## config.mk

```make
export PLATFORM = sky130hd
export DESIGN_NAME = recurrence_byte_checksum_top
export DESIGN_NICKNAME = d
export VERILOG_FILES = /design/src/sv/rbc_pkg.sv /design/src/sv/rbc_in_reg.sv /design/src/sv/rbc_term.sv /design/src/sv/recurrence_byte_checksum_top.sv
export SDC_FILE = /design/constraint.sdc
export NUM_CORES = 1
export LEC_CHECK = 0
export BUFFER_PORTS_ARGS = -buffer_cell sky130_fd_sc_hd__buf_2
export CAP_MARGIN = 30
export CORE_MARGIN = 2
export CORE_UTILIZATION = 55
export CTS_CLUSTER_DIAMETER = 120
export CTS_CLUSTER_SIZE = 14
export DETAILED_ROUTE_END_ITERATION = 16
export PLACE_DENSITY = 0.8
export SYNTH_ARGS = -nofsm -noshare
export SYNTH_HDL_FRONTEND = slang
export SYNTH_SLANG_ARGS = --single-unit
```

## constraint.sdc

```tcl
create_clock -name clk -period 22.6 [get_ports clk]
set_input_delay 6.78 -clock clk [delete_from_list [all_inputs] [get_ports clk]]
set_output_delay 6.78 -clock clk [all_outputs]
set_load 0.03 [all_outputs]
```

## src/sv/rbc_pkg.sv

```systemverilog
package rbc_pkg;

  localparam int unsigned BYTE_W = 8;
  localparam int unsigned TERM_W = 16;
  localparam int unsigned SUM_W = BYTE_W + 1;
  localparam int unsigned PLUS_W = SUM_W + TERM_W;
  localparam int unsigned MINUS_W = BYTE_W + TERM_W;

  localparam logic [BYTE_W-1:0] ALPHA_MUL = 8'd17;
  localparam logic [BYTE_W-1:0] BETA_MUL = 8'd31;
  localparam logic [TERM_W-1:0] FIRST_OFFSET = 16'd7;
  localparam logic [TERM_W-1:0] OLDER_START = 16'd1;
  localparam logic [TERM_W-1:0] NEWER_RESET = 16'd1;
  localparam logic [TERM_W:0] CK_MOD = 17'd65535;
  // 65535 * 256 + 1: keeps a negative difference in range, but adds a residue of 1 modulo 65535.
  localparam logic [PLUS_W:0] NEG_BIAS = 26'd16776961;

  typedef struct packed {
    logic [BYTE_W-1:0] data_byte;
    logic              first_byte;
    logic              last_byte;
  } item_t;

endpackage

```

## src/sv/rbc_in_reg.sv

```systemverilog
module rbc_in_reg (
  input  logic                       clk,
  input  logic                       rst,
  input  logic                       s_axis_tvalid,
  output logic                       s_axis_tready,
  input  logic [7:0]                 s_axis_tdata,  // data_byte
  input  logic                       s_axis_tuser,  // first_byte
  input  logic                       s_axis_tlast,  // last_byte
  input  logic                       take,
  output logic                       item_valid,
  output rbc_pkg::item_t             item
);
  import rbc_pkg::*;

  assign s_axis_tready = !item_valid || take;

  always_ff @(posedge clk) begin
    if (rst) begin
      item_valid <= 1'b0;
    end else if (s_axis_tvalid && s_axis_tready) begin
      item_valid <= 1'b1;
    end else if (take) begin
      item_valid <= 1'b0;
    end
  end

  always_ff @(posedge clk) begin
    if (s_axis_tvalid && s_axis_tready) begin
      item.data_byte  <= s_axis_tdata;
      item.first_byte <= s_axis_tuser;
      item.last_byte  <= s_axis_tlast;
    end
  end

endmodule

```

## src/sv/rbc_term.sv

```systemverilog
module rbc_term (
  input  logic [rbc_pkg::BYTE_W-1:0] data_byte,
  input  logic [rbc_pkg::BYTE_W-1:0] pos,
  input  logic [rbc_pkg::TERM_W-1:0] newer,
  input  logic [rbc_pkg::TERM_W-1:0] older,
  output logic [rbc_pkg::TERM_W-1:0] term
);
  import rbc_pkg::*;

  logic [BYTE_W-1:0]  alpha;
  logic [BYTE_W-1:0]  beta;
  logic [SUM_W-1:0]   sum;
  logic [PLUS_W-1:0]  plus;
  logic [MINUS_W-1:0] minus;
  logic               neg;
  logic [PLUS_W:0]    diff;
  logic [TERM_W:0]    fold;

  assign alpha = BYTE_W'(pos * ALPHA_MUL);
  assign beta  = BYTE_W'(pos * BETA_MUL);
  assign sum   = {1'b0, data_byte} + {1'b0, alpha};
  assign plus  = PLUS_W'(sum) * PLUS_W'(newer);
  assign minus = MINUS_W'(beta) * MINUS_W'(older);
  assign neg   = plus < PLUS_W'(minus);

  // The biased difference stays below 2^25, so one fold and one subtract finish the modulo.
  assign diff = {1'b0, plus} - (PLUS_W + 1)'(minus) + (neg ? NEG_BIAS : '0);
  assign fold = {1'b0, diff[TERM_W-1:0]} + (TERM_W + 1)'(diff[PLUS_W-1:TERM_W]);
  assign term = (fold >= CK_MOD) ? TERM_W'(fold - CK_MOD) : fold[TERM_W-1:0];

endmodule

```

## src/sv/recurrence_byte_checksum_top.sv

```systemverilog
// A checksum is registered on the output when its final byte leaves the input register;
// the recurrence is computed while that byte sits in the input register.
// Throughput: one byte per cycle through two narrow multipliers and a folded modulo 65535;
// only a final byte waits, and only while an earlier checksum is stalled on the output.
// Reset (rst, synchronous, active high) empties both registers, sets the position to 0
// and both terms to 1.
module recurrence_byte_checksum_top (
  input  logic        clk,
  input  logic        rst,
  input  logic        s_axis_tvalid,
  output logic        s_axis_tready,
  input  logic [7:0]  s_axis_tdata,  // data_byte
  input  logic        s_axis_tuser,  // first_byte
  input  logic        s_axis_tlast,  // last_byte
  output logic        m_axis_tvalid,
  input  logic        m_axis_tready,
  output logic [15:0] m_axis_tdata   // checksum
);
  import rbc_pkg::*;

  logic              item_valid;
  item_t             item;
  logic              take;
  logic [BYTE_W-1:0] byte_position;
  logic [BYTE_W-1:0] pos_next;
  logic [TERM_W-1:0] older_term;
  logic [TERM_W-1:0] newer_term;
  logic [TERM_W-1:0] term;
  logic [TERM_W-1:0] newer_next;

  rbc_in_reg u_in_reg (
    .clk           (clk),
    .rst           (rst),
    .s_axis_tvalid (s_axis_tvalid),
    .s_axis_tready (s_axis_tready),
    .s_axis_tdata  (s_axis_tdata),
    .s_axis_tuser  (s_axis_tuser),
    .s_axis_tlast  (s_axis_tlast),
    .take          (take),
    .item_valid    (item_valid),
    .item          (item)
  );

  assign pos_next = byte_position + BYTE_W'(1);

  rbc_term u_term (
    .data_byte (item.data_byte),
    .pos       (pos_next),
    .newer     (newer_term),
    .older     (older_term),
    .term      (term)
  );

  // A byte that ends no message never waits on the result side.
  assign take = item_valid && (!item.last_byte || !m_axis_tvalid || m_axis_tready);

  assign newer_next = item.first_byte ? TERM_W'(item.data_byte) + FIRST_OFFSET : term;

  always_ff @(posedge clk) begin
    if (rst) begin
      byte_position <= '0;
      older_term    <= OLDER_START;
      newer_term    <= NEWER_RESET;
      m_axis_tvalid <= 1'b0;
    end else begin
      if (take) begin
        if (item.first_byte) begin
          byte_position <= '0;
          older_term    <= OLDER_START;
        end else begin
          byte_position <= pos_next;
          older_term    <= newer_term;
        end
        newer_term <= newer_next;
      end
      if (take && item.last_byte) begin
        m_axis_tvalid <= 1'b1;
      end else if (m_axis_tready) begin
        m_axis_tvalid <= 1'b0;
      end
    end
  end

  always_ff @(posedge clk) begin
    if (take && item.last_byte) begin
      m_axis_tdata <= newer_next;
    end
  end

endmodule

```

==> run_summary.xml <==
<?xml version="1.0" encoding="UTF-8"?>
<metrics>
  <group name="status">
    <metric name="outcome" unit="">finished, final reports clean</metric>
  </group>
  <group name="floorplanning">
    <metric name="fp.coreArea" unit="sq um">27100</metric>
    <metric name="overall_die_area" unit="sq um">29100</metric>
    <metric name="std_cell_rows" unit="">60</metric>
    <metric name="die_height" unit="microns">170</metric>
    <metric name="die_span_x" unit="microns">170</metric>
    <metric name="start_util" unit="">0.562</metric>
    <metric name="ports" unit="">32</metric>
  </group>
  <group name="timing">
    <metric name="report.final.setup_viol" unit="">0</metric>
    <metric name="max_slew.worst_pin.slew" unit="ps">1110</metric>
    <metric name="slew_viol_final" unit="">0</metric>
    <metric name="max_freq" unit="MHz">56.6</metric>
    <metric name="final_period_minus_worst_setup_slack" unit="ps">17650</metric>
    <metric name="grt_setup_unrepaired" unit="">false</metric>
    <metric name="final_critical_path_share_of_the_clock_period" unit="">0.781</metric>
    <metric name="final.setup.tns" unit="ps">0</metric>
    <metric name="final.setup.worst_slack" unit="ps">4950</metric>
    <metric name="skew" unit="ps">8.62</metric>
    <metric name="relSlewSlack" unit="">0.260</metric>
    <metric name="hold_violations" unit="">0</metric>
  </group>
  <group name="setup_path">
    <metric name="reg2reg_depth" unit="">63</metric>
    <metric name="timing.critical_path.slowest_cell_delay" unit="ps">710</metric>
    <metric name="r2r_slack" unit="ps">4950</metric>
    <metric name="worst_r2r_startpoint" unit="">byte_position[0]</metric>
    <metric name="worstPathArrival" unit="ps">17750</metric>
    <metric name="rr_endpoint" unit="">m_axis_tdata[4]</metric>
    <metric name="crit_slowest_cell" unit="">o41ai_4</metric>
    <metric name="worst-setup-path-type" unit="">reg -&gt; reg</metric>
    <metric name="timing.critical_path.from_type" unit="">flop</metric>
    <metric name="crit_fanout" unit="">24</metric>
    <metric name="critPathCapture" unit="">m_axis_tdata[4]</metric>
    <metric name="startpoint" unit="">byte_position[0]</metric>
    <metric name="timing.critical_path.to_type" unit="">flop</metric>
    <metric name="worst-endpoint-required" unit="ps">22700</metric>
  </group>
  <group name="synthesis">
    <metric name="dominantRegCellSynth" unit="">dfxtp_1</metric>
    <metric name="synth_enable_flop_cells" unit="">26</metric>
    <metric name="netlist_area_before_placement" unit="sq um">15200</metric>
    <metric name="postSynthCellCount" unit="">1779</metric>
    <metric name="synth_warnings" unit="">0</metric>
    <metric name="synth.most_common_cell" unit="">inv_1</metric>
    <metric name="synth.cells.most_frequent" unit="">inv_1, fa_1, ha_1</metric>
    <metric name="synth.net_count" unit="">2174</metric>
    <metric name="synth_area_leaders" unit="">fa_1, ha_1, inv_1</metric>
    <metric name="syn_avg_cell_area" unit="sq um">8.57</metric>
    <metric name="synth_seq_cells" unit="">68</metric>
    <metric name="dominant_cell_type_by_area_after_synthesis" unit="">fa_1</metric>
    <metric name="synthDominantCellAreaShare" unit="">0.263</metric>
    <metric name="ys_types" unit="">74</metric>
    <metric name="async_flop_share" unit="">0</metric>
    <metric name="yosysSeqAreaShare" unit="">0.106</metric>
  </group>
  <group name="detailed_routing">
    <metric name="detailedRoute.firstPassIterationCount" unit="">5</metric>
    <metric name="viasPerCell" unit="">5.73</metric>
    <metric name="route.vias.total" unit="">12300</metric>
    <metric name="wire_per_inst" unit="microns">17.5</metric>
    <metric name="drc" unit="">0</metric>
    <metric name="drtIter0Drc" unit="">955</metric>
    <metric name="routed_wl" unit="microns">37700</metric>
    <metric name="ant_nets" unit="">0</metric>
  </group>
  <group name="cts">
    <metric name="ctsLongestPathBuffers" unit="">2</metric>
    <metric name="numCtsBuffers" unit="">9</metric>
    <metric name="postCtsHoldBufs" unit="">0</metric>
    <metric name="clock-sinks" unit="">68</metric>
    <metric name="cts_tree" unit="">yes</metric>
    <metric name="post_cts_resized" unit="">0</metric>
    <metric name="h-tree-depth" unit="">3</metric>
    <metric name="clock_insertion_delay_worst_skew" unit="ps">340</metric>
    <metric name="cts.root.buffer_cell" unit="">clkbuf_16</metric>
    <metric name="path_clk_slew" unit="ps">70</metric>
    <metric name="post_cts_buffers" unit="">0</metric>
  </group>
  <group name="global_route">
    <metric name="track_usage" unit="">0.271</metric>
    <metric name="grt_first_pass_wirelength" unit="microns">62800</metric>
    <metric name="overflow" unit="">0</metric>
    <metric name="grt_pass1_vias" unit="">12500</metric>
    <metric name="grt_max_degree" unit="">45</metric>
    <metric name="antenna_found_initial" unit="">0</metric>
  </group>
  <group name="min_path">
    <metric name="min-delay-path-class" unit="">reg -&gt; reg</metric>
  </group>
  <group name="place">
    <metric name="numPortBuffers" unit="">31</metric>
    <metric name="placement.setup.worst_slack" unit="ps">5250</metric>
    <metric name="place_congestion" unit="">0.962</metric>
    <metric name="place.detailed.hpwl" unit="microns">30700</metric>
  </group>
  <group name="layout">
    <metric name="seqCellArea" unit="sq um">1620</metric>
    <metric name="fillers" unit="">2282</metric>
    <metric name="flow.area_growth_from_synthesis" unit="%">4.95</metric>
    <metric name="antenna-diode-count" unit="">0</metric>
    <metric name="multi_input_area" unit="sq um">12200</metric>
    <metric name="drive_above_1_share" unit="">0.0478</metric>
    <metric name="nets" unit="">2169</metric>
  </group>
  <group name="run">
    <metric name="drv.max_cap_violation_count" unit="">0</metric>
  </group>
</metrics>
[per-stage QoR]
step | instances | instance area [sq um] | hold slack [ps] | util
after floorplan | 1779 | 15200 | 478 | -
after global placement | 2131 | 15700 | 492 | 0.578
after detailed placement | 2135 | 15700 | 526 | 0.579
after CTS | 2151 | 16000 | 540 | 0.590
after global routing | 2151 | 16000 | 586 | 0.590
final | 2151 | 16000 | 547 | 0.590
[final cells by class]
class                      count  area share
clock inverter                 6     0.00313
inverter                     306      0.0718
clock buffer                  10      0.0156
timing repair buffer          46      0.0167
multi-input combinational   1343       0.762
sequential                    68       0.101
tap                          372      0.0291
[flip-flops by register name (all words and copies together), names as in the netlist]
name                 cells
byte_position            8
m_axis_tdata            16
m_axis_tvalid            1
newer_term              16
older_term              16
u_in_reg.item           10
u_in_reg.item_valid      1
[per-layer routing]
metal / track usage / vias up / routed length, microns
met5: 0 / - / 0
met4: 0.0680 / 0 / 864
met3: 0.0477 / 72 / 2780
met2: 0.452 / 420 / 17900
met1: 0.367 / 6098 / 16200
li1: - / 5730 / -
[logic make-up (layout without fill, tap and decap cells)]
group / Yosys count / after routing / synth area share
AO/OA/AOI/OAI: 268 / 268 / 0.122
adder cells (fa/ha/maj): 381 / 381 / 0.411
flip-flops: 68 / 68 / 0.106
XOR/XNOR: 124 / 124 / 0.0713
multiplexers: 4 / 4 / 0.00271
AND/OR/NAND/NOR: 566 / 566 / 0.193
buffers and inverters: 368 / 368 / 0.0937
[worst min-delay path by stage]
stage	start	end	slack, ps	cells after the start
detailed placement	byte_position[7]	byte_position[7]	530	2
global route	byte_position[7]	byte_position[7]	590	2
finish	byte_position[7]	byte_position[7]	550	2
global placement	byte_position[7]	byte_position[7]	490	2
floorplan	byte_position[7]	byte_position[7]	480	2
CTS	byte_position[7]	byte_position[7]	540	2
[cells in the final DEF (no fill, tap or decap), types with 9 or more instances in the layout]
cell and instances:
xor2_1 34, nand2b_1 29, fa_1 200, ha_1 181, a211oi_1 13, o21a_1 13, a21o_1 23, inv_1 306
nand3_1 22, nand4_1 11, nor3_1 29, nand2_1 146, nor2b_1 29, buf_4 15, xnor2_1 90, and3_1 27
dfxtp_1 42, a21oi_1 88, clkbuf_16 10, nor2_1 86, edfxtp_1 26, a31oi_1 11, o21ai_0 24, buf_2 31
and2_1 148, o21bai_1 27, nor3b_1 9
[worst max-delay path: cells and delay by family, from the launching register on]
kind,cells,cell delay (ps)
buffers and inverters,8,1250
flip-flops,1,620
XOR/XNOR,6,1210
AND/OR/NAND/NOR,10,1660
adder cells (fa/ha/maj),14,6140
AO/OA/AOI/OAI,25,6520
Power is not shown: default switching activity piles up to over one toggle a cycle in this logic, so the estimate is an artifact.
